File: src/spe_pkg.sv
// Shared widths, command and status types for the sparse polynomial evaluator.
package spe_pkg;

  localparam int COEF_W     = 32;
  localparam int EXP_W      = 8;
  localparam int SUM_W      = 48;
  localparam int PROD_W     = 64;
  localparam int IN_DATA_W  = 40;
  localparam int OUT_DATA_W = 48;

  typedef struct packed {
    logic load;
    logic mul_sq;
    logic mul_x;
    logic mul_c;
    logic wr_pow;
    logic idx_dec;
    logic add_prod;
    logic add_coef;
    logic emit;
  } spe_cmd_t;

  typedef struct packed {
    logic in_exp_zero;
    logic idx_zero;
    logic bit_set;
    logic last_term;
    logic out_busy;
  } spe_stat_t;

endpackage

File: src/spe_datapath.sv
// Datapath: shared multiplier, power and sum registers, and the result register.
module spe_datapath import spe_pkg::*; #(
  parameter int EXP_BITS  = 8,
  parameter int FRAC_BITS = 16
) (
  input  logic                  clk,
  input  logic                  rst_n,
  input  logic                  cfg_we,
  input  logic [COEF_W-1:0]     cfg_wdata,
  input  logic [IN_DATA_W-1:0]  in_tdata,
  input  logic                  in_tlast,
  input  spe_cmd_t              cmd,
  output spe_stat_t             stat,
  output logic                  out_tvalid,
  input  logic                  out_tready,
  output logic [OUT_DATA_W-1:0] out_tdata,
  output logic                  out_tuser
);

  localparam int EXP_USED = (EXP_BITS < EXP_W) ? EXP_BITS : EXP_W;
  localparam int IDX_W    = (EXP_USED > 1) ? $clog2(EXP_USED) : 1;

  function automatic logic [IDX_W-1:0] top_bit(input logic [EXP_USED-1:0] e);
    logic [IDX_W-1:0] t;
    t = '0;
    for (int i = 0; i < EXP_USED; i++) begin
      if (e[i]) begin
        t = IDX_W'(i);
      end
    end
    return t;
  endfunction

  logic signed [COEF_W-1:0] x_r;
  logic signed [COEF_W-1:0] coef_r;
  logic [EXP_USED-1:0]      exp_r;
  logic                     last_r;
  logic [IDX_W-1:0]         idx_r;
  logic signed [COEF_W-1:0] pow_r;
  logic signed [PROD_W-1:0] prod_r;
  logic signed [SUM_W-1:0]  sum_r;
  logic                     ovf_r;
  logic                     out_valid_r;
  logic [SUM_W-1:0]         out_value_r;
  logic                     out_ovf_r;

  logic [EXP_USED-1:0]      in_exp;
  logic signed [COEF_W-1:0] mul_a;
  logic signed [COEF_W-1:0] mul_b;
  logic signed [PROD_W-1:0] prod_nxt;
  logic signed [PROD_W-1:0] shifted;
  logic                     pow_sat;
  logic [COEF_W-1:0]        pow_val;
  logic signed [PROD_W-1:0] term;
  logic [SUM_W+17-1:0]      sum_wide;
  logic                     sum_sat;
  logic [SUM_W-1:0]         sum_val;
  logic                     do_add;

  assign in_exp = in_tdata[COEF_W +: EXP_USED];

  always_comb begin
    mul_a = pow_r;
    mul_b = pow_r;
    if (cmd.mul_x) begin
      mul_b = x_r;
    end
    if (cmd.mul_c) begin
      mul_a = coef_r;
    end
  end

  assign prod_nxt = mul_a * mul_b;
  assign shifted  = prod_r >>> FRAC_BITS;

  assign pow_sat = ~((&shifted[PROD_W-1:COEF_W-1]) | ~(|shifted[PROD_W-1:COEF_W-1]));
  assign pow_val = pow_sat ? (shifted[PROD_W-1] ? {1'b1, {(COEF_W-1){1'b0}}}
                                                : {1'b0, {(COEF_W-1){1'b1}}})
                           : shifted[COEF_W-1:0];

  assign term = cmd.add_coef ? {{(PROD_W-COEF_W){coef_r[COEF_W-1]}}, coef_r} : shifted;
  assign sum_wide = {{17{sum_r[SUM_W-1]}}, sum_r} + {term[PROD_W-1], term};
  assign sum_sat  = ~((&sum_wide[SUM_W+16:SUM_W-1]) | ~(|sum_wide[SUM_W+16:SUM_W-1]));
  assign sum_val  = sum_sat ? (sum_wide[SUM_W+16] ? {1'b1, {(SUM_W-1){1'b0}}}
                                                  : {1'b0, {(SUM_W-1){1'b1}}})
                            : sum_wide[SUM_W-1:0];
  assign do_add   = cmd.add_prod | cmd.add_coef;

  always_ff @(posedge clk) begin
    if (!rst_n) begin
      x_r         <= '0;
      sum_r       <= '0;
      ovf_r       <= 1'b0;
      out_valid_r <= 1'b0;
    end else begin
      if (cfg_we) begin
        x_r <= cfg_wdata;
      end
      if (do_add) begin
        sum_r <= cmd.emit ? '0 : sum_val;
      end
      if (cmd.emit) begin
        ovf_r <= 1'b0;
      end else begin
        ovf_r <= ovf_r | (cmd.wr_pow & pow_sat) | (do_add & sum_sat);
      end
      if (cmd.emit) begin
        out_valid_r <= 1'b1;
      end else if (out_tready) begin
        out_valid_r <= 1'b0;
      end
    end
  end

  always_ff @(posedge clk) begin
    if (cmd.load) begin
      coef_r <= in_tdata[COEF_W-1:0];
      exp_r  <= in_exp;
      last_r <= in_tlast;
      pow_r  <= x_r;
      idx_r  <= top_bit(in_exp);
    end else begin
      if (cmd.wr_pow) begin
        pow_r <= pow_val;
      end
      if (cmd.idx_dec) begin
        idx_r <= idx_r - IDX_W'(1);
      end
    end
    if (cmd.mul_sq | cmd.mul_x | cmd.mul_c) begin
      prod_r <= prod_nxt;
    end
    if (cmd.emit) begin
      out_value_r <= sum_val;
      out_ovf_r   <= ovf_r | sum_sat;
    end
  end

  assign stat.in_exp_zero = ~(|in_exp);
  assign stat.idx_zero    = (idx_r == '0);
  assign stat.bit_set     = exp_r[idx_r];
  assign stat.last_term   = last_r;
  assign stat.out_busy    = out_valid_r & ~out_tready;

  assign out_tvalid = out_valid_r;
  assign out_tdata  = out_value_r;
  assign out_tuser  = out_ovf_r;

endmodule

File: src/spe_ctrl.sv
// Controller state machine that sequences square-and-multiply and accumulation.
module spe_ctrl import spe_pkg::*; (
  input  logic      clk,
  input  logic      rst_n,
  input  logic      in_tvalid,
  output logic      in_tready,
  input  spe_stat_t stat,
  output spe_cmd_t  cmd
);

  typedef enum logic [6:0] {
    S_IDLE = 7'b0000001,
    S_ADD0 = 7'b0000010,
    S_SQ   = 7'b0000100,
    S_SQW  = 7'b0001000,
    S_XM   = 7'b0010000,
    S_XW   = 7'b0100000,
    S_CW   = 7'b1000000
  } spe_state_t;

  spe_state_t state_r;
  spe_state_t state_nxt;

  always_comb begin
    cmd       = '0;
    in_tready = 1'b0;
    state_nxt = state_r;
    case (state_r)
      S_IDLE: begin
        in_tready = 1'b1;
        if (in_tvalid) begin
          cmd.load  = 1'b1;
          state_nxt = stat.in_exp_zero ? S_ADD0 : S_SQ;
        end
      end
      S_ADD0: begin
        if (!(stat.last_term && stat.out_busy)) begin
          cmd.add_coef = 1'b1;
          cmd.emit     = stat.last_term;
          state_nxt    = S_IDLE;
        end
      end
      S_SQ: begin
        if (stat.idx_zero) begin
          cmd.mul_c = 1'b1;
          state_nxt = S_CW;
        end else begin
          cmd.mul_sq  = 1'b1;
          cmd.idx_dec = 1'b1;
          state_nxt   = S_SQW;
        end
      end
      S_SQW: begin
        cmd.wr_pow = 1'b1;
        state_nxt  = stat.bit_set ? S_XM : S_SQ;
      end
      S_XM: begin
        cmd.mul_x = 1'b1;
        state_nxt = S_XW;
      end
      S_XW: begin
        cmd.wr_pow = 1'b1;
        state_nxt  = S_SQ;
      end
      S_CW: begin
        if (!(stat.last_term && stat.out_busy)) begin
          cmd.add_prod = 1'b1;
          cmd.emit     = stat.last_term;
          state_nxt    = S_IDLE;
        end
      end
      default: begin
        state_nxt = S_IDLE;
      end
    endcase
  end

  always_ff @(posedge clk) begin
    if (!rst_n) begin
      state_r <= S_IDLE;
    end else begin
      state_r <= state_nxt;
    end
  end

endmodule

File: src/sparse_polynomial_evaluator.sv
// Top level of the sparse polynomial evaluator.
//
//   Channel  Direction  Payload
//   in_      slave      tdata: coef[31:0], exponent[39:32]; tlast: last_term
//   out_     master     tdata: value[47:0]; tuser: overflow
//   cfg_     write      wdata: x_value[31:0]
//
// A term with exponent zero only adds its coefficient. Otherwise x_value is squared once per
// exponent bit below the highest set bit and multiplied in again for each set bit below it,
// then multiplied by the coefficient, all on the single shared 32 by 32 multiplier.
// Reset clears the sum, the overflow flag, x_value and the result valid flag.
// A waiting result does not block the next transaction; only a last term stalls on it.
module sparse_polynomial_evaluator import spe_pkg::*; #(
  parameter int EXP_BITS  = 8,
  parameter int FRAC_BITS = 16
) (
  input  logic                  clk,
  input  logic                  rst_n,
  input  logic                  cfg_we,
  input  logic [COEF_W-1:0]     cfg_wdata,
  input  logic                  in_tvalid,
  output logic                  in_tready,
  input  logic [IN_DATA_W-1:0]  in_tdata,   // coef, exponent
  input  logic                  in_tlast,
  output logic                  out_tvalid,
  input  logic                  out_tready,
  output logic [OUT_DATA_W-1:0] out_tdata,  // value
  output logic                  out_tuser   // overflow
);

  spe_cmd_t  cmd;
  spe_stat_t stat;

  spe_ctrl u_ctrl (
    .clk       (clk),
    .rst_n     (rst_n),
    .in_tvalid (in_tvalid),
    .in_tready (in_tready),
    .stat      (stat),
    .cmd       (cmd)
  );

  spe_datapath #(
    .EXP_BITS  (EXP_BITS),
    .FRAC_BITS (FRAC_BITS)
  ) u_datapath (
    .clk        (clk),
    .rst_n      (rst_n),
    .cfg_we     (cfg_we),
    .cfg_wdata  (cfg_wdata),
    .in_tdata   (in_tdata),
    .in_tlast   (in_tlast),
    .cmd        (cmd),
    .stat       (stat),
    .out_tvalid (out_tvalid),
    .out_tready (out_tready),
    .out_tdata  (out_tdata),
    .out_tuser  (out_tuser)
  );

endmodule

File: config.mk
export PLATFORM = sky130hd
export DESIGN_NAME = sparse_polynomial_evaluator
export DESIGN_NICKNAME = d
export VERILOG_FILES = /design/src/spe_pkg.sv /design/src/spe_datapath.sv /design/src/spe_ctrl.sv /design/src/sparse_polynomial_evaluator.sv
export SDC_FILE = /design/constraint.sdc
export NUM_CORES = 2
export LEC_CHECK = 0
export BUFFER_PORTS_ARGS = -buffer_cell sky130_fd_sc_hd__clkbuf_2
export CAP_MARGIN = 20
export CORE_ASPECT_RATIO = 0.5
export CORE_MARGIN = 2
export CORE_UTILIZATION = 42
export CTS_BUF_LIST = sky130_fd_sc_hd__clkbuf_2
export DETAILED_ROUTE_END_ITERATION = 6
export SETUP_SLACK_MARGIN = 0.15
export SLEW_MARGIN = 20
export SYNTH_ARGS = -nofsm -noshare
export SYNTH_HDL_FRONTEND = slang
export SYNTH_SLANG_ARGS = --single-unit
File: constraint.sdc
create_clock -name clk -period 13.5 [get_ports clk]
set_input_delay 2.025 -clock clk [delete_from_list [all_inputs] [get_ports clk]]
set_output_delay 2.025 -clock clk [all_outputs]
set_load 0.005 [all_outputs]
==> qor.yml <==
sta:
  rsz0062_at_grt: "false"
  period_share: 0.8360
  tightest_slew_ns: 1.186
  setup_ws_ns: 2.214
  fmax_mhz: 88.60
  hold_slack_ns: 0.4821
  tns_ns: 0
  clock_skew_ns: 0.1344
  hold_viol_final: 0
  slew_violations: 0
  setup-violations-final: 0
  fin_crit_ns: 11.29
  relSlewSlack: 0.1869
flow_run:
  cap_viol_max_count: 0
routing:
  via_per_inst: 5.572
  drc: 0
  vias: 38052
  drtPass1Iterations: 7
  drt-total-wl_um: 168800
  drt_first_iter_violations: 3723
  route.antenna.remaining_nets: 0
  detail_route.wl_per_cell_um: 24.72
clock_tree:
  cts_sinks: 262
  h-tree-depth: 2
  clk_pin_slew_ns: 0.13
  cts.path.max_buffers: 3
  cts_root_buf: "clkbuf_2"
  cts_tree: "yes"
  numCtsBuffers: 61
  ctsHoldBuffers: 0
  clock_latency_ns: 1.06
  cts_resized: 0
  post_cts_buffers: 0
setup_path:
  path_common_cell: "fa_1"
  r2r_setup_slack_ns: 2.21
  r2r_end: "u_datapath.prod_r[58]"
  critical_path_arrival_ns: 12.07
  r2r_cells: 31
  cp-start-kind: "register"
  timing.rr.start: "u_datapath.idx_r[0]"
  critPathKind: "register to register"
  worstPathRequired_ns: 14.28
  endpoint_kind: "register"
  cp_max_fo: 39
  cp_slowest_cell: "nor4b_1"
  max_stage_delay_ns: 0.84
grt:
  grt_max_degree: 94
  met1_usage: 0.3997
  met2_usage: 0.4449
  grt_first_pass_wirelength_um: 253700
  antenna_found_initial: 4
  grtUsageMet3: 0.06988
  top_usage_layer: "met2"
  grt_use_total: 0.2881
  gr-total-overflow: 0
  grt_pass1_vias: 39939
floorplan:
  initial_core_util: 0.4234
  die_area_sq_mm: 0.1190
  die_w_um: 485.9
  core-area_sq_mm: 0.1152
  ioPinCount: 129
  die_h_um: 244.9
  rows: 88
cells_and_area:
  nNetsFinal: 6634
  drive_gt1_frac: 0.08780
  areaGrowthSynthToFinish_pct: 6.818
  fin_area_sq_mm: 0.05208
placement:
  place_area_sq_mm: 0.05144
  dp_hpwl_um: 131100
  gp_congestion: 0.9883
  io_buffer_count: 128
  post-place-ws_ns: 2.476
synthesis:
  synthTopCellsByCount: "1,082 x fa_1, 1,005 x inv_1, 760 x nand2_1"
  synth_top_area_share: 0.4442
  synth-seq-area-share: 0.1431
  synthCells: 5200
  synth_ff_type: "edfxtp_1"
  ys_ff_latch: 262
  synth-edff-count: 173
  syn_avg_cell_area_sq_um: 9.377
  yosysTopAreaCell: "fa_1"
  synthTopCellsByArea: "fa_1 44%, edfxtp_1 11%, inv_1 7.7%"
  synth_cell_types: 80
  ys_async_sr_fraction: 0
  synth.most_common_cell: "fa_1"
  synth_fp_nets: 6590
  yosysWarnings: 0
  syn_area_sq_mm: 0.04876
run_status:
  status: "complete, no violations"
hold_path:
  hp-start: "u_datapath.sum_r[2]"
  whs_endpoint: "u_datapath.sum_r[2]"
  holdPathStages: 2
  hp-class: "register to register"
[how the worst max path moves through the flow]
stage,startpoint,endpoint,slack (ns),cells after the start
6_report,u_datapath.idx_r[0],u_datapath.prod_r[58],2.21,31
5_1_grt,u_datapath.idx_r[0],u_datapath.prod_r[58],1.85,31
3_3_place_gp,u_datapath.idx_r[0],u_datapath.prod_r[58],2.66,30
4_1_cts,u_datapath.idx_r[0],u_datapath.prod_r[58],2.43,31
2_1_floorplan,u_datapath.idx_r[0],u_datapath.prod_r[57],4.30,37
3_5_place_dp,u_datapath.idx_r[0],u_datapath.prod_r[58],2.48,31
[final cells by class]
type,count,area (sq um)
fillers,11210,63090
multi-input cells,3683,37360
flip-flops and latches,262,6977
inverters,1006,3777
well taps,1530,1914
repair buffers,230,1454
clock buffers,98,490.5
clock inverters,17,101.3
diodes,3,7.507
[placed cells by master (no fill, tap or decap), drive strengths merged, types with 11 or more instances in the layout]
master	count
o311ai	45
nand4	29
nor3	23
fa	1082
a31oi	19
a21oi	155
mux2	62
edfxtp	173
and2	13
a211oi	11
nor2b	50
and3	16
o21ai	150
a21o	84
xnor2	66
nand3	32
xor2	42
clkinv	17
ha	230
buf	102
nor4	12
mux2i	89
dfxtp	89
o21bai	21
inv	1005
nand2	760
clkbuf	226
nor2	590
[state kept, by name, summed over array words and instances, names as in the netlist, 7 cells and up]
register              count
u_datapath.out_tdata     48
u_datapath.coef_r        32
u_datapath.x_r           32
u_datapath.pow_r         32
u_datapath.sum_r         48
u_datapath.prod_r        48
u_ctrl.state_r            7
u_datapath.exp_r          8
[logic make-up after synthesis]
kind of cell | after synthesis | share of synthesized area
AO/OA/AOI/OAI | 557 | 0.07318
AND/OR/NAND/NOR | 1553 | 0.1305
flip-flops | 262 | 0.1431
buffers and inverters | 1255 | 0.09702
XOR/XNOR | 108 | 0.01940
multiplexers | 153 | 0.03359
adder cells (fa/ha/maj) | 1312 | 0.5033
[critical path: cells and delay by family, from the launching register on]
family                     cells  cell delay (ns)
buffers and inverters          7             1.24
xor gates and xnor gates       1             0.16
adders and majority gates     10             4.31
and+or+nand+nor                8             3.09
AOI/OAI and AO/OA              4             0.87
DFF                            1             0.50
muxes                          1             0.83
[routing by layer]
| metal | part of all wire | vias to the layer above |
|---|---|---|
| met4 | 0.038 | 2 |
| met1 | 0.41 | 19690 |
| li1 | - | 16088 |
| met2 | 0.44 | 1886 |
| met5 | 0.000077 | - |
| met3 | 0.11 | 386 |
[metrics by stage]
step                      utilization  instances
after floorplan                     -       5200
after detailed placement       0.4467       6709
after global placement         0.4463       6708
after global routing           0.4522       6827
after CTS                      0.4518       6824
final                          0.4522       6829
Power is left out: the tool's default activity adds up to more than one toggle a clock period on the data nets, which glitch-free logic cannot reach.
